## src/rtl/chs_transfer_splitter_defines.svh

```systemverilog
// ----------------------------------------------------------------------------
// CHS transfer splitter assertion macros
// Shared property forms for the splitter's concurrent checks.
// ----------------------------------------------------------------------------
`ifndef CHS_TRANSFER_SPLITTER_DEFINES_SVH
`define CHS_TRANSFER_SPLITTER_DEFINES_SVH

// same-cycle implication, clocked on clk_i, off during reset
`define CHS_ASSERT_IMP(lbl, ante, cons, msg) \
  lbl: assert property (@(posedge clk_i) disable iff (!rst_ni) (ante) |-> (cons)) \
    else $error(msg);

// next-cycle implication, clocked on clk_i, off during reset
`define CHS_ASSERT_NXT(lbl, ante, cons, msg) \
  lbl: assert property (@(posedge clk_i) disable iff (!rst_ni) (ante) |=> (cons)) \
    else $error(msg);

`endif

```

## src/rtl/chs_ts_pkg.sv

```systemverilog
// ----------------------------------------------------------------------------
// CHS transfer splitter package
// Request and chunk operation codes, register map and reset values.
// ----------------------------------------------------------------------------
package chs_ts_pkg;

  typedef enum logic [1:0] {
    OP_READ    = 2'd0,
    OP_WRITE   = 2'd1,
    OP_WVERIFY = 2'd2,
    OP_RVERIFY = 2'd3
  } op_e;

  typedef enum logic [1:0] {
    FN_READ   = 2'd0,
    FN_WRITE  = 2'd1,
    FN_VERIFY = 2'd2
  } fn_e;

  // register word index (paddr[4:2])
  localparam logic [2:0] RegSpt = 3'd0;
  localparam logic [2:0] RegNh  = 3'd1;
  localparam logic [2:0] RegLog = 3'd2;
  localparam logic [2:0] RegSpb = 3'd3;
  localparam logic [2:0] RegRbr = 3'd4;

  localparam logic [5:0] SptReset = 6'd18;
  localparam logic [4:0] NhReset  = 5'd2;
  localparam logic [7:0] SpbReset = 8'd18;

  // restoring divider steps, one per dividend bit
  localparam logic [3:0] DivSteps = 4'd10;

endpackage

```

## src/rtl/chs_transfer_splitter.sv

```systemverilog
// ----------------------------------------------------------------------------
// CHS transfer splitter
// Cuts a CHS disk request into chunk commands and tracks completions.
// ----------------------------------------------------------------------------
// Flow: a start word passes check, limit and result (a zero count goes
// straight to result, bad geometry skips limit); a completion that ends,
// passes or reissues goes straight to result; one that advances the address
// first makes two passes of the shared restoring divider, then check, limit,
// result. in_ready_o is low until the result enters the output register
// once it is free. Reset (rst_ni low, async): geometry 18/2/0/18/0, idle.
// ----------------------------------------------------------------------------
`include "chs_transfer_splitter_defines.svh"

module chs_transfer_splitter (
  input  logic        clk_i,
  input  logic        rst_ni,
  // configuration port
  input  logic        psel,
  input  logic        penable,
  input  logic        pwrite,
  input  logic [4:0]  paddr,
  input  logic [31:0] pwdata,
  output logic [31:0] prdata,
  output logic        pready,
  // input words
  input  logic        in_valid_i,
  output logic        in_ready_o,
  input  logic        cmd_i,
  input  logic [1:0]  op_i,
  input  logic [9:0]  start_cylinder_i,
  input  logic [3:0]  start_head_i,
  input  logic [5:0]  start_sector_i,
  input  logic [15:0] block_count_i,
  input  logic        chunk_ok_i,
  input  logic        readback_mismatch_i,
  // result words
  output logic        out_valid_o,
  input  logic        out_ready_i,
  output logic        issue_o,
  output logic [1:0]  function_res_o,
  output logic [9:0]  cylinder_o,
  output logic [3:0]  head_o,
  output logic [5:0]  sector_o,
  output logic [9:0]  sector_count_o,
  output logic [15:0] blocks_done_o,
  output logic        finished_o,
  output logic        failed_o
);

  import chs_ts_pkg::*;

  typedef enum logic [2:0] {
    ST_IDLE,
    ST_DIV_S,
    ST_DIV_T,
    ST_CHECK,
    ST_LIMIT,
    ST_RESULT
  } state_e;

  // configuration registers
  logic [5:0] spt_q;
  logic [4:0] nh_q;
  logic       log_q;
  logic [7:0] spb_q;
  logic       rbr_q;

  logic cfg_wr;
  assign cfg_wr = psel & penable & pwrite;
  assign pready = 1'b1;

  always_ff @(posedge clk_i or negedge rst_ni) begin
    if (!rst_ni) begin
      spt_q <= SptReset;
      nh_q  <= NhReset;
      log_q <= 1'b0;
      spb_q <= SpbReset;
      rbr_q <= 1'b0;
    end else if (cfg_wr) begin
      case (paddr[4:2])
        RegSpt:  spt_q <= pwdata[5:0];
        RegNh:   nh_q  <= pwdata[4:0];
        RegLog:  log_q <= pwdata[0];
        RegSpb:  spb_q <= pwdata[7:0];
        RegRbr:  rbr_q <= pwdata[0];
        default: ;
      endcase
    end
  end

  always_comb begin
    case (paddr[4:2])
      RegSpt:  prdata = {26'd0, spt_q};
      RegNh:   prdata = {27'd0, nh_q};
      RegLog:  prdata = {31'd0, log_q};
      RegSpb:  prdata = {24'd0, spb_q};
      RegRbr:  prdata = {31'd0, rbr_q};
      default: prdata = 32'd0;
    endcase
  end

  // request state
  state_e      state_q, state_d;
  logic        busy_q, busy_d;
  op_e         op_q, op_d;
  fn_e         fn_q, fn_d;
  logic [9:0]  cyl_q, cyl_d;
  logic [3:0]  head_q, head_d;
  logic [5:0]  sec_q, sec_d;
  logic [15:0] total_q, total_d;
  logic [15:0] done_q, done_d;
  logic [9:0]  chunk_q, chunk_d;
  logic [10:0] lim_q, lim_d;
  // shared divider
  logic [5:0]  rem_q, rem_d;
  logic [9:0]  quo_q, quo_d;
  logic [5:0]  dvs_q, dvs_d;
  logic [3:0]  cnt_q, cnt_d;
  // pending result flags
  logic        rissue_q, rissue_d;
  logic        rfin_q, rfin_d;
  logic        rfail_q, rfail_d;
  // output register
  logic        ov_q, ov_d;
  logic        oissue_q, oissue_d;
  logic [1:0]  ofn_q, ofn_d;
  logic [9:0]  ocyl_q, ocyl_d;
  logic [3:0]  ohead_q, ohead_d;
  logic [5:0]  osec_q, osec_d;
  logic [9:0]  ocnt_q, ocnt_d;
  logic [15:0] odone_q, odone_d;
  logic        ofin_q, ofin_d;
  logic        ofail_q, ofail_d;

  logic        in_acc;
  logic [15:0] done_sum;
  logic [6:0]  trial;
  logic        trial_ge;
  logic [6:0]  trial_sub;
  logic        geo_bad;
  logic [4:0]  hd_left;
  logic [10:0] prod;
  logic [10:0] span;
  logic [15:0] left;
  logic [10:0] lim_buf;
  logic [15:0] lim_fin;
  logic        step_done;

  assign in_ready_o = (state_q == ST_IDLE);
  assign in_acc     = in_valid_i & in_ready_o;

  always_comb begin
    state_d  = state_q;
    busy_d   = busy_q;
    op_d     = op_q;
    fn_d     = fn_q;
    cyl_d    = cyl_q;
    head_d   = head_q;
    sec_d    = sec_q;
    total_d  = total_q;
    done_d   = done_q;
    chunk_d  = chunk_q;
    lim_d    = lim_q;
    rem_d    = rem_q;
    quo_d    = quo_q;
    dvs_d    = dvs_q;
    cnt_d    = cnt_q;
    rissue_d = rissue_q;
    rfin_d   = rfin_q;
    rfail_d  = rfail_q;
    ov_d     = ov_q & ~out_ready_i;
    oissue_d = oissue_q;
    ofn_d    = ofn_q;
    ocyl_d   = ocyl_q;
    ohead_d  = ohead_q;
    osec_d   = osec_q;
    ocnt_d   = ocnt_q;
    odone_d  = odone_q;
    ofin_d   = ofin_q;
    ofail_d  = ofail_q;
    step_done = 1'b1;

    done_sum  = done_q + {6'd0, chunk_q};
    trial     = {rem_q, quo_q[9]};
    trial_ge  = (trial >= {1'b0, dvs_q});
    trial_sub = trial - {1'b0, dvs_q};
    geo_bad   = (spt_q == 6'd0) || (nh_q == 5'd0) || (nh_q > 5'd16) ||
                (sec_q == 6'd0) || (sec_q > spt_q) || ({1'b0, head_q} >= nh_q);
    hd_left   = nh_q - {1'b0, head_q};
    prod      = {6'd0, hd_left} * {5'd0, spt_q};
    span      = log_q ? ({5'd0, spt_q} + 11'd1 - {5'd0, sec_q})
                      : (prod + 11'd1 - {5'd0, sec_q});
    left      = total_q - done_q;
    lim_buf   = (lim_q > {3'd0, spb_q}) ? {3'd0, spb_q} : lim_q;
    lim_fin   = ({5'd0, lim_buf} > left) ? left : {5'd0, lim_buf};

    case (state_q)
      ST_IDLE: begin
        if (in_acc) begin
          state_d = ST_RESULT;
          if (!cmd_i) begin
            op_d    = op_e'(op_i);
            cyl_d   = start_cylinder_i;
            head_d  = start_head_i;
            sec_d   = start_sector_i;
            total_d = block_count_i;
            done_d  = 16'd0;
            chunk_d = 10'd0;
            busy_d  = 1'b1;
            if (block_count_i == 16'd0) begin
              busy_d   = 1'b0;
              rissue_d = 1'b0;
              rfin_d   = 1'b1;
              rfail_d  = 1'b0;
            end else begin
              state_d = ST_CHECK;
            end
          end else if (!busy_q) begin
            // completion with no request: report only the done count
            rissue_d = 1'b0;
            rfin_d   = 1'b0;
            rfail_d  = 1'b0;
          end else begin
            if (op_q == OP_WVERIFY && chunk_ok_i) begin
              if (fn_q == FN_WRITE) begin
                fn_d      = rbr_q ? FN_READ : FN_VERIFY;
                step_done = 1'b0;
              end else begin
                // read-back mismatch reissues the same write
                if (fn_q == FN_READ && readback_mismatch_i) begin
                  step_done = 1'b0;
                end
                fn_d = FN_WRITE;
              end
            end
            if (!step_done) begin
              rissue_d = 1'b1;
              rfin_d   = 1'b0;
              rfail_d  = 1'b0;
            end else begin
              done_d   = done_sum;
              rissue_d = 1'b0;
              rfin_d   = 1'b1;
              if (!chunk_ok_i) begin
                busy_d  = 1'b0;
                rfail_d = 1'b1;
              end else if (done_sum >= total_q) begin
                busy_d  = 1'b0;
                rfail_d = 1'b0;
              end else if (spt_q == 6'd0 || nh_q == 5'd0) begin
                busy_d  = 1'b0;
                rfail_d = 1'b1;
              end else begin
                // advance: split sector offset into tracks and sector
                rem_d   = 6'd0;
                quo_d   = {4'd0, sec_q} - 10'd1 + chunk_q;
                dvs_d   = spt_q;
                cnt_d   = DivSteps;
                state_d = ST_DIV_S;
              end
            end
          end
        end
      end

      ST_DIV_S, ST_DIV_T: begin
        if (cnt_q != 4'd0) begin
          cnt_d = cnt_q - 4'd1;
          if (trial_ge) begin
            rem_d = trial_sub[5:0];
            quo_d = {quo_q[8:0], 1'b1};
          end else begin
            rem_d = trial[5:0];
            quo_d = {quo_q[8:0], 1'b0};
          end
        end else if (state_q == ST_DIV_S) begin
          sec_d   = rem_q + 6'd1;
          rem_d   = 6'd0;
          quo_d   = {6'd0, head_q} + quo_q;
          dvs_d   = {1'b0, nh_q};
          cnt_d   = DivSteps;
          state_d = ST_DIV_T;
        end else begin
          cyl_d   = cyl_q + quo_q;
          head_d  = rem_q[3:0];
          state_d = ST_CHECK;
        end
      end

      ST_CHECK: begin
        if (geo_bad) begin
          busy_d   = 1'b0;
          rissue_d = 1'b0;
          rfin_d   = 1'b1;
          rfail_d  = 1'b1;
          state_d  = ST_RESULT;
        end else begin
          lim_d   = span;
          state_d = ST_LIMIT;
        end
      end

      ST_LIMIT: begin
        state_d = ST_RESULT;
        if (lim_fin == 16'd0) begin
          busy_d   = 1'b0;
          rissue_d = 1'b0;
          rfin_d   = 1'b1;
          rfail_d  = 1'b1;
        end else begin
          chunk_d = lim_fin[9:0];
          case (op_q)
            OP_READ:    fn_d = FN_READ;
            OP_RVERIFY: fn_d = FN_VERIFY;
            default:    fn_d = FN_WRITE;
          endcase
          rissue_d = 1'b1;
          rfin_d   = 1'b0;
          rfail_d  = 1'b0;
        end
      end

      ST_RESULT: begin
        // hold until the output register frees up
        if (!ov_q || out_ready_i) begin
          ov_d     = 1'b1;
          oissue_d = rissue_q;
          ofn_d    = rissue_q ? fn_q : 2'd0;
          ocyl_d   = rissue_q ? cyl_q : 10'd0;
          ohead_d  = rissue_q ? head_q : 4'd0;
          osec_d   = rissue_q ? sec_q : 6'd0;
          ocnt_d   = rissue_q ? chunk_q : 10'd0;
          odone_d  = done_q;
          ofin_d   = rfin_q;
          ofail_d  = rfail_q;
          state_d  = ST_IDLE;
        end
      end

      default: state_d = ST_IDLE;
    endcase
  end

  always_ff @(posedge clk_i or negedge rst_ni) begin
    if (!rst_ni) begin
      state_q  <= ST_IDLE;
      busy_q   <= 1'b0;
      op_q     <= OP_READ;
      fn_q     <= FN_READ;
      cyl_q    <= 10'd0;
      head_q   <= 4'd0;
      sec_q    <= 6'd1;
      total_q  <= 16'd0;
      done_q   <= 16'd0;
      chunk_q  <= 10'd0;
      cnt_q    <= 4'd0;
      rissue_q <= 1'b0;
      rfin_q   <= 1'b0;
      rfail_q  <= 1'b0;
      ov_q     <= 1'b0;
    end else begin
      state_q  <= state_d;
      busy_q   <= busy_d;
      op_q     <= op_d;
      fn_q     <= fn_d;
      cyl_q    <= cyl_d;
      head_q   <= head_d;
      sec_q    <= sec_d;
      total_q  <= total_d;
      done_q   <= done_d;
      chunk_q  <= chunk_d;
      cnt_q    <= cnt_d;
      rissue_q <= rissue_d;
      rfin_q   <= rfin_d;
      rfail_q  <= rfail_d;
      ov_q     <= ov_d;
    end
  end

  // datapath and output payload, no reset needed
  always_ff @(posedge clk_i) begin
    lim_q    <= lim_d;
    rem_q    <= rem_d;
    quo_q    <= quo_d;
    dvs_q    <= dvs_d;
    oissue_q <= oissue_d;
    ofn_q    <= ofn_d;
    ocyl_q   <= ocyl_d;
    ohead_q  <= ohead_d;
    osec_q   <= osec_d;
    ocnt_q   <= ocnt_d;
    odone_q  <= odone_d;
    ofin_q   <= ofin_d;
    ofail_q  <= ofail_d;
  end

  assign out_valid_o    = ov_q;
  assign issue_o        = oissue_q;
  assign function_res_o = ofn_q;
  assign cylinder_o     = ocyl_q;
  assign head_o         = ohead_q;
  assign sector_o       = osec_q;
  assign sector_count_o = ocnt_q;
  assign blocks_done_o  = odone_q;
  assign finished_o     = ofin_q;
  assign failed_o       = ofail_q;

  `CHS_ASSERT_IMP(a_idle_fields_zero, out_valid_o && !issue_o,
                  sector_o == 6'd0 && sector_count_o == 10'd0 && cylinder_o == 10'd0,
                  "result without command carries chunk fields")
  `CHS_ASSERT_IMP(a_issue_nonempty, out_valid_o && issue_o,
                  sector_count_o != 10'd0 && sector_count_o <= 10'd255 && !finished_o,
                  "issued chunk has bad length or ends request")
  `CHS_ASSERT_IMP(a_fail_ends, out_valid_o && failed_o, finished_o,
                  "failed result does not end the request")
  `CHS_ASSERT_NXT(a_accept_busy, in_valid_i && in_ready_o, !in_ready_o,
                  "accepted word did not occupy the sequencer")
  `CHS_ASSERT_IMP(a_div_busy, state_q == ST_DIV_S || state_q == ST_DIV_T,
                  busy_q && cnt_q <= DivSteps,
                  "divider running outside a live request")

endmodule
```

## config.mk

```make
export PLATFORM = sky130hd
export DESIGN_NAME = chs_transfer_splitter
export DESIGN_NICKNAME = d
export VERILOG_FILES = /design/src/rtl/chs_ts_pkg.sv /design/src/rtl/chs_transfer_splitter.sv
export VERILOG_INCLUDE_DIRS = /design/src /design/src/rtl
export SDC_FILE = /design/constraint.sdc
export NUM_CORES = 1
export LEC_CHECK = 0
export BUFFER_PORTS_ARGS = -buffer_cell sky130_fd_sc_hd__buf_2
export CAP_MARGIN = 0
export CORE_MARGIN = 10
export CORE_UTILIZATION = 40
export DETAILED_ROUTE_END_ITERATION = 10
export SYNTH_ARGS = -nofsm -noshare
export SYNTH_HDL_FRONTEND = slang
export SYNTH_SLANG_ARGS = --single-unit
```

## constraint.sdc

```tcl
create_clock -name clk_i -period 8.79 [get_ports clk_i]
set_input_delay 0.4395 -clock clk_i [delete_from_list [all_inputs] [get_ports clk_i]]
set_output_delay 0.4395 -clock clk_i [all_outputs]
set_load 0.05 [all_outputs]
```

==> impl_metrics.env, run 1 <==
export IMPL_status="finished, final reports clean"
export IMPL_dr_pass1_iters=6
export IMPL_yosysWarnings=0
export IMPL_routed_via_density=5.257
export IMPL_cts_resized=0
export IMPL_post_drt_wl_per_cell_microns=17.44
export IMPL_start_util_pct=40.89
export IMPL_max_stage_delay_ns=0.61
export IMPL_final_cell_mix="nand2_1 (151), ha_1 (140), inv_1 (134), o21ai_0 (118), buf_2 (118)"
export IMPL_final_nets=1804
export IMPL_maxCapViolations=0
export IMPL_final_common_cell="nand2_1"
export IMPL_path_cells="ha_1, inv_1, fa_1, nor2b_1, o21ai_0, a21boi_0, o21ai_0, a21boi_0, a31oi_1, or3_1, xnor2_1, ha_1, a21o_1, a21o_1, a21o_1, a2111oi_0, a41oi_1, o21a_1, nor2_1, buf_4, a21bo_2, a21oi_1"
export IMPL_fmax_mhz=179.7
export IMPL_cts_buffers=17
export IMPL_overflow=0
export IMPL_syn_inst=1449
export IMPL_grt_max_degree=59
export IMPL_synth_area_sq_um=13410
export IMPL_syn2layout_area_growth_pct=11.39
export IMPL_ys_types=81
export IMPL_drt_wl_total_mm=35.01
export IMPL_grt_setup_unrepaired="no"
export IMPL_post_cts_setup_buffers=0
export IMPL_hold_violations=0
export IMPL_worstMarginPinSlew_ns=1.171
export IMPL_clkSinkCount=183
export IMPL_p_leak_nw=6.737
export IMPL_slowest_stage="a2111oi_0"
export IMPL_end_kind="flip-flop"
export IMPL_power_density_nw_per_um2=428.7
export IMPL_place_area_sq_um=14360
export IMPL_fin_tns_setup_ns=0
export IMPL_synth_avg_cell_area_sq_um=9.251
export IMPL_cp_common_cell="a21o_1"
export IMPL_clockBufferDepth=2
export IMPL_core_sq_um=32780
export IMPL_fp_dieH_microns=203.1
export IMPL_path_max_fanout=20
export IMPL_hold_buffers=0
export IMPL_num_antenna_cells=0
export IMPL_antenna_found_initial=1
export IMPL_power_mw=6.401
export IMPL_route_detailed_drc=0
export IMPL_worstSetupStartpointType="flip-flop"
export IMPL_clk_pin_slew_ns=0.07
export IMPL_final_core_util_pct=45.55
export IMPL_grt_pass1_wl_mm=56.56
export IMPL_min_path_type="in -> async"
export IMPL_die_x_microns=203.1
export IMPL_min_period_ns=5.565
export IMPL_irDropWorstVdd_mv=0.4734
export IMPL_place_congestion=0.9002
export IMPL_slew_viol_final=0
export IMPL_worstPathArrival_ns=5.88
export IMPL_port_buffers=119
export IMPL_worstPathRequired_ns=9.10
export IMPL_row_count=66
export IMPL_fin_worst_skew_ns=0.01298
export IMPL_io_pins=171
export IMPL_place_hpwl_mm=27.36
export IMPL_die_area_sq_um=41240
export IMPL_finalCritPeriodShare_pct=63.31
export IMPL_cts_tree="built"
export IMPL_fin_area_sq_um=14930
export IMPL_clock_latency_ns=0.44
export IMPL_grt_usage_pct=17.11
export IMPL_synth_yosys_seq_area_share_pct=37.35
export IMPL_synth_edf_count=84
export IMPL_finalSetupViolations=0
export IMPL_relSlewSlack_pct=20.82
export IMPL_via_count=10550
export IMPL_ant_nets=0
export IMPL_grt_pass1_vias=10346
export IMPL_drt_iter0_drc=822
export IMPL_ys_async_sr_fraction_pct=54.10
export IMPL_ys_seq_elements=183
export IMPL_synth_top_flop_cell="dfrtp_1"
export IMPL_cts_root_buf="clkbuf_16"
export IMPL_critPathKind="reg -> reg"
export IMPL_h_tree_depth=4
export IMPL_drive_gt1_share_pct=12.84
## cells in the mapped netlist, drive strengths merged (7+ instances only)
master	number	share of area, %
xor2	22	1.4
a211oi	14	0.78
nor2b	22	1.0
nor2	119	3.3
clkbuf	39	1.1
fa	27	4.0
nand3	16	0.60
mux2	19	1.6
a21oi	98	3.7
o21a	8	0.45
inv	135	3.8
edfxtp	84	19
ha	140	13
dfrtp	93	17
mux2i	18	1.3
nand2b	12	0.56
or3	9	0.46
a21o	28	1.6
nor3	18	0.67
xnor2	44	2.9
buf	30	1.7
nor4	12	0.56
o2bb2ai	7	0.46
nand2	151	4.2
and2	46	2.1
nand4	14	0.65
o21ai	119	4.4
## layer usage
layer / track usage, % / vias up / wire length (microns)
met5: 0 / - / 0
met4: 4.396 / 0 / 513
met3: 2.659 / 31 / 1629
met2: 27.86 / 252 / 16600
met1: 23.20 / 5053 / 16260
li1: - / 5214 / -
## kinds of logic after synthesis
group,synth area share [%]
AO/OA/AOI/OAI,16.02
XOR/XNOR,4.312
adder cells (fa/ha/maj),17.10
buffers and inverters,6.533
flip-flops,37.35
multiplexers,2.968
other,0.05602
AND/OR/NAND/NOR,15.66
## per-stage QoR
| stage | setup slack [ns] | hold WS [ns] | cells |
|---|---|---|---|
| after global routing | 2.685 | 0.02944 | 2007 |
| final | 3.225 | 0.006779 | 2007 |
| after CTS | 3.267 | 0.02011 | 2007 |
| after floorplan | 3.575 | 0.1439 | 1475 |
| after global placement | 3.367 | 0.4367 | 1975 |
| after detailed placement | 3.311 | 0.4496 | 1975 |
## worst max-delay path, delay by kind of cell (launching register included)
kind | cells | cell delay, ns
AOI/OAI and AO/OA | 13 | 2.97
adders and majority gates | 3 | 0.82
and+or+nand+nor | 3 | 0.63
DFF | 1 | 0.51
buffers and inverters | 2 | 0.35
xor gates and xnor gates | 1 | 0.15
## state kept, by name, summed over array words and instances, names as in the netlist, 3 cells and up
name,flops
blocks_done_o,16
chunk_q,10
cnt_q,4
cyl_q,10
cylinder_o,10
done_q,16
dvs_q,6
head_o,4
head_q,4
lim_q,11
nh_q,5
quo_q,10
rem_q,6
sec_q,6
sector_count_o,10
sector_o,6
spb_q,8
spt_q,6
state_q,3
total_q,16
## power breakdown
| group | leakage [nW] | internal (mW) | switching, mW |
|---|---|---|---|
| clock | 0.286 | 0.398 | 0.365 |
| sequential | 2.02 | 1.29 | 0.331 |
| combinational | 4.43 | 1.64 | 2.38 |
## area by class of cell
| type | instances | area, sq um |
|---|---|---|
| clock buffers | 21 | 470.5 |
| multi-input cells | 1088 | 7632 |
| well taps | 442 | 553.0 |
| fillers | 3221 | 17850 |
| inverters | 135 | 506.7 |
| clock inverters | 11 | 103.9 |
| repair buffers | 127 | 658.1 |
| flip-flops and latches | 183 | 5007 |
## final timing paths
path | depth (start not counted) | startpoint | slack [ns] | end
setup reg to reg | 22 | chunk_q[0] | 3.22 | cnt_q[2]
setup / recovery | 22 | chunk_q[0] | 3.22 | cnt_q[2]
min in group clk_i | 3 | pwdata[6] | 0.21 | spb_q[6]
hold reg to reg | 0 | rfail_q | 0.46 | failed_o
hold / removal | 1 | rst_ni | 0.007 | spb_q[0]
max in group asynchronous | 2 | rst_ni | 7.57 | cnt_q[2]
Note: power is estimated with default switching activity, not from simulation.
==> run 2, diff against run 1 <==
- clock period: 8.79 -> 4.9 ns (I/O delays scaled with it)
==> run 2 against run 1 <==
Effect of this change: wire length rose by 6.5%; critical endpoint is now lim_q[10]; setup slack got worse by 3.2 ns; via count rose by 2.5%; combinational power grew 110%; critical path type unchanged; clock skew increased by 0.0035 ns.
==> impl_metrics.env, run 2 (synthesis gave the netlist of run 1 again) <==
export IMPL_hold_violations=0
export IMPL_min_period_ns=4.851
export IMPL_power_density_nw_per_um2=805.3
export IMPL_port_buffers=119
export IMPL_dp_cells=2028
export IMPL_r2r_start="nh_q[0]"
export IMPL_relSlewSlack_pct=20.82
export IMPL_cts_tree="built"
export IMPL_use_met2_pct=28.17
export IMPL_dp_slack_ns=-0.2049
export IMPL_routed_via_density=5.211
export IMPL_worstSetupStartpointType="flip-flop"
export IMPL_cts_root_buf="clkbuf_16"
export IMPL_final_nets=1873
export IMPL_end_kind="flip-flop"
export IMPL_place_hpwl_mm=29.10
export IMPL_worstMarginPinSlew_ns=1.177
export IMPL_grt_max_degree=65
export IMPL_grt_pass1_vias=10648
export IMPL_r2r_slack_ns=0.05
export IMPL_final_cell_mix="nand2_1 (151), ha_1 (136), inv_1 (130), buf_2 (118), nor2_1 (115)"
export IMPL_dr_pass1_iters=5
export IMPL_clockBufferDepth=2
export IMPL_gr_usage_met3_pct=2.627
export IMPL_route_detailed_drc=0
export IMPL_max_stage_delay_ns=0.56
export IMPL_fin_ws_ns=0.04858
export IMPL_clk_pin_slew_ns=0.09
export IMPL_place_congestion=0.9393
export IMPL_globalRoute_busiestLayer="met2"
export IMPL_p_leak_nw=7.111
export IMPL_antenna_found_initial=0
export IMPL_final_core_util_pct=47.86
export IMPL_critPathKind="reg -> reg"
export IMPL_via_count=10818
export IMPL_grt_setup_unrepaired="yes"
export IMPL_cts_buffers=17
export IMPL_fin_worst_hold_slack_ns=0.02179
export IMPL_core_sq_um=32780
export IMPL_worstPathRequired_ns=5.08
export IMPL_syn2layout_area_growth_pct=17.03
export IMPL_drt_wl_total_mm=37.30
export IMPL_maxCapViolations=0
export IMPL_grt_pass1_wl_mm=58.63
export IMPL_status="finished, final reports clean"
export IMPL_slowest_stage="fa_1"
export IMPL_fin_worst_skew_ns=0.01653
export IMPL_overflow=0
export IMPL_min_from="block_count_i[6]"
export IMPL_drt_iter0_drc=737
export IMPL_finalCritPeriodShare_pct=99.01
export IMPL_die_area_sq_um=41240
export IMPL_path_cells="inv_2, ha_4, inv_2, fa_2, xor2_2, and2_4, fa_1, fa_1, inv_2, fa_1, inv_1, ha_2, inv_1, fa_2, nor2b_4, o21ai_2, a21boi_2, o21ai_1, nand2b_1, a21o_1, a21oi_2, xnor2_1, o21ai_1"
export IMPL_worstPathArrival_ns=5.03
export IMPL_drive_gt1_share_pct=18.12
export IMPL_finalSetupViolations=0
export IMPL_min_path_type="in -> reg"
export IMPL_irDropWorstVdd_mv=0.9289
export IMPL_r2r_end="lim_q[10]"
export IMPL_grt_util_met1_pct=24.89
export IMPL_die_x_microns=203.1
export IMPL_row_count=66
export IMPL_start_util_pct=40.89
export IMPL_path_max_fanout=3
export IMPL_reg2reg_depth=23
export IMPL_fin_cells=2076
export IMPL_power_mw=12.63
export IMPL_post_drt_wl_per_cell_microns=17.97
export IMPL_grt_usage_pct=17.92
export IMPL_num_antenna_cells=0
export IMPL_fmax_mhz=206.1
export IMPL_final_common_cell="nand2_1"
export IMPL_io_pins=171
export IMPL_clock_latency_ns=0.46
export IMPL_hold_depth=3
export IMPL_holdPathEnd="total_q[6]"
export IMPL_fp_dieH_microns=203.1
export IMPL_clkSinkCount=183
export IMPL_slew_viol_final=0
export IMPL_h_tree_depth=4
export IMPL_ant_nets=0
[run 2: cell count changes in the layout (fill, tap and decap cells not counted), moves of 5 or more]
cell | previous run | this run
dlygate4sd3_1 | 0 | 7
buf_4 | 9 | 69
o21ai_1 | 1 | 8
o21ai_0 | 118 | 110
a21oi_1 | 97 | 92
[run 2: report_power, final]
| part | internal, mW | switching, mW |
|---|---|---|
| Combinational | 3.64 | 4.74 |
| Sequential | 2.32 | 0.490 |
| Clock | 0.736 | 0.707 |
| Total | 6.69 | 5.94 |
[run 2: worst max path at each step]
stage	depth (start not counted)	to	from
2_1_floorplan	23	lim_q[10]	nh_q[0]
4_1_cts	23	lim_q[10]	nh_q[0]
3_5_place_dp	23	lim_q[10]	nh_q[0]
3_3_place_gp	23	lim_q[10]	nh_q[0]
5_1_grt	23	lim_q[10]	nh_q[0]
6_report	23	lim_q[10]	nh_q[0]
[run 2: critical path: cells and delay by family, from the launching register on]
kind            cells  cell delay [ns]
fa+ha+maj           7             2.60
compound gates      6             0.57
flops               1             0.40
simple gates        3             0.39
xor+xnor            2             0.31
buf+inv             5             0.30
[run 2: layout make-up]
class	instances	area, sq um
multi-input combinational	1088	7804
inverter	135	506.7
timing repair buffer	196	1210
clock inverter	15	182.7
fill	3132	17100
tap	442	553.0
clock buffer	17	425.4
sequential	183	5007
[run 2: timing repair]
item / CTS / global route
endpoints found under the hold margin: 69 / 0
hold buffers: 7 / 0
pin swaps: 4 / 34
gates resized for setup: 8 / 38
buffers inserted: 0 / 9
endpoints found under the setup margin: 29 / 40
[run 2: routing by layer]
metal  part of all wire (%)  vias up
met1                     47     5173
met3                    4.7       34
li1                       -     5365
met4                    1.8        0
met5                      0        -
met2                     46      246
[run 2: per-stage QoR]
step,instance area [sq um],setup TNS (ns)
finish,15690,0
global route,15690,-0.3337
CTS,15480,-0.02418
detailed placement,14780,-2.527
global placement,14780,-0.1680
floorplan,13520,0
==> run 3, diff against run 2 <==
- clock period: 4.9 -> 4 ns (I/O delays scaled with it)
==> run 3 against run 2 <==
Effect of this change: the run now ends with setup timing left; combinational power is 50% higher; largest cell class unchanged; largest power group unchanged; first-iteration DRC count is 16% higher; sequential power is 21% higher; flip-flop and latch count stayed put; count of clock-buffer cells in the layout is 1 higher; die area stayed put; utilization is 5.4 points higher; sequential share of layout area is 3.2 points lower; wire length is 8.9% higher; non-clock buffer count is 159 higher; critical path depth stayed put.
==> impl_metrics.env, run 3 (synthesis gave the netlist of run 1 again) <==
export IMPL_io_pins=171
export IMPL_slowest_stage="fa_2"
export IMPL_relSlewSlack_pct=30.36
export IMPL_final_nets=2033
export IMPL_drt_iter0_drc=854
export IMPL_end_kind="flip-flop"
export IMPL_fmax_mhz=214.9
export IMPL_core_sq_um=32780
export IMPL_grt_max_degree=43
export IMPL_critPathKind="reg -> reg"
export IMPL_via_count=11629
export IMPL_fin_cells=2236
export IMPL_slew_viol_final=0
export IMPL_final_cell_mix="buf_4 (205), nand2_1 (148), ha_1 (129), inv_1 (123), buf_2 (118)"
export IMPL_ant_nets=0
export IMPL_maxCapViolations=0
export IMPL_fin_tns_setup_ns=-20.05
export IMPL_clkSinkCount=183
export IMPL_clk_pin_slew_ns=0.08
export IMPL_worstMarginPinSlew_ns=1.045
export IMPL_power_density_nw_per_um2=1027
export IMPL_r2r_slack_ns=-0.65
export IMPL_fin_worst_skew_ns=0.01353
export IMPL_die_x_microns=203.1
export IMPL_finalCritPeriodShare_pct=116.3
export IMPL_port_buffers=119
export IMPL_power_mw=17.93
export IMPL_route_detailed_drc=0
export IMPL_fin_area_sq_um=17460
export IMPL_grt_pass1_wl_mm=63.68
export IMPL_dr_pass1_iters=6
export IMPL_dp_slack_ns=-0.7824
export IMPL_worstPathArrival_ns=4.84
export IMPL_status="finished, violations left"
export IMPL_final_core_util_pct=53.24
export IMPL_cts_tree="built"
export IMPL_min_path_type="in -> reg"
export IMPL_clock_latency_ns=0.45
export IMPL_place_hpwl_mm=31.38
export IMPL_die_area_sq_um=41240
export IMPL_path_cells="inv_2, ha_4, inv_2, fa_2, xor2_2, and2_4, fa_1, fa_2, inv_2, fa_2, inv_2, ha_4, inv_2, fa_2, nor2b_4, o21ai_2, a21boi_2, o21ai_1, nand2b_1, a21o_1, a21oi_2, xnor2_1, o21ai_1"
export IMPL_drive_gt1_share_pct=28.71
export IMPL_fp_dieH_microns=203.1
export IMPL_path_max_fanout=3
export IMPL_fin_worst_hold_slack_ns=0.01850
export IMPL_hold_violations=0
export IMPL_cts_buffers=17
export IMPL_post_drt_wl_per_cell_microns=18.16
export IMPL_start_util_pct=40.89
export IMPL_overflow=0
export IMPL_syn2layout_area_growth_pct=30.21
export IMPL_failed_checks="setup timing"
export IMPL_row_count=66
export IMPL_final_common_cell="buf_4"
export IMPL_cp_common_cell="inv_2"
export IMPL_path_buf_inv=5
export IMPL_place_congestion=0.9185
export IMPL_routed_via_density=5.201
export IMPL_irDropWorstVdd_mv=1.159
export IMPL_grt_setup_unrepaired="yes"
export IMPL_worstPathRequired_ns=4.19
export IMPL_clockBufferDepth=2
export IMPL_drt_wl_total_mm=40.61
export IMPL_fin_ws_ns=-0.6534
export IMPL_dp_cells=2148
export IMPL_num_antenna_cells=0
export IMPL_finalSetupViolations=49
export IMPL_n_fill_cell=3040
export IMPL_h_tree_depth=4
export IMPL_antenna_found_initial=0
export IMPL_grt_pass1_vias=11682
export IMPL_cts_root_buf="clkbuf_16"
export IMPL_place_area_sq_um=15860
export IMPL_min_period_ns=4.653
export IMPL_critPathTopFamily="adder cells"
export IMPL_max_stage_delay_ns=0.55
export IMPL_grt_usage_pct=19.47
export IMPL_p_leak_nw=8.014
export IMPL_worstSetupStartpointType="flip-flop"
[run 3: repair_timing]
item                                    CTS  global route
hold endpoints to repair                 49             0
endpoints found under the setup margin   51            51
hold buffers                             15             0
pin swaps                                57            55
setup buffers                            35            15
gates cloned                              3             0
gates resized for setup                  66            39
[run 3: layout make-up]
class	instances	area (sq um)	share of cell area, %
Clock buffer	18	429.2	2.459
Clock inverter	14	210.2	1.204
Inverter	135	506.7	2.903
Multi-Input combinational cell	1089	8223	47.11
Sequential cell	183	5009	28.69
Tap cell	442	553.0	3.168
Timing Repair Buffer	355	2525	14.46
[run 3: final timing paths]
kind	startpoint	endpoint	cells past startpoint
max reg2reg	nh_q[0]	lim_q[10]	23
max in group asynchronous	rst_ni	done_q[5]	3
min	pwdata[5]	spb_q[5]	3
max	nh_q[0]	lim_q[10]	23
min reg2reg	rfin_q	finished_o	0
min in group asynchronous	rst_ni	log_q	2
[run 3: power breakdown]
part           total, mW  internal (mW)  switching [mW]
clock               1.88           1.07           0.817
combinational       12.6           6.05            6.59
sequential          3.40           2.84           0.556
total               17.9           9.96            7.96
[run 3: per-layer routing]
| layer | routed length (microns) | GRT usage [%] |
|---|---|---|
| met4 | 1094 | 7.354 |
| met3 | 2069 | 3.121 |
| met2 | 18870 | 30.89 |
| met1 | 18570 | 26.16 |
| met5 | 0 | 0 |
[run 3: worst reg2reg max path: cells and delay by family (launching register included)]
kind	cells	cell delay, ns
and+or+nand+nor	3	0.28
DFF	1	0.39
xor gates and xnor gates	2	0.29
buffers and inverters	5	0.25
adders and majority gates	7	2.44
AOI/OAI and AO/OA	6	0.74
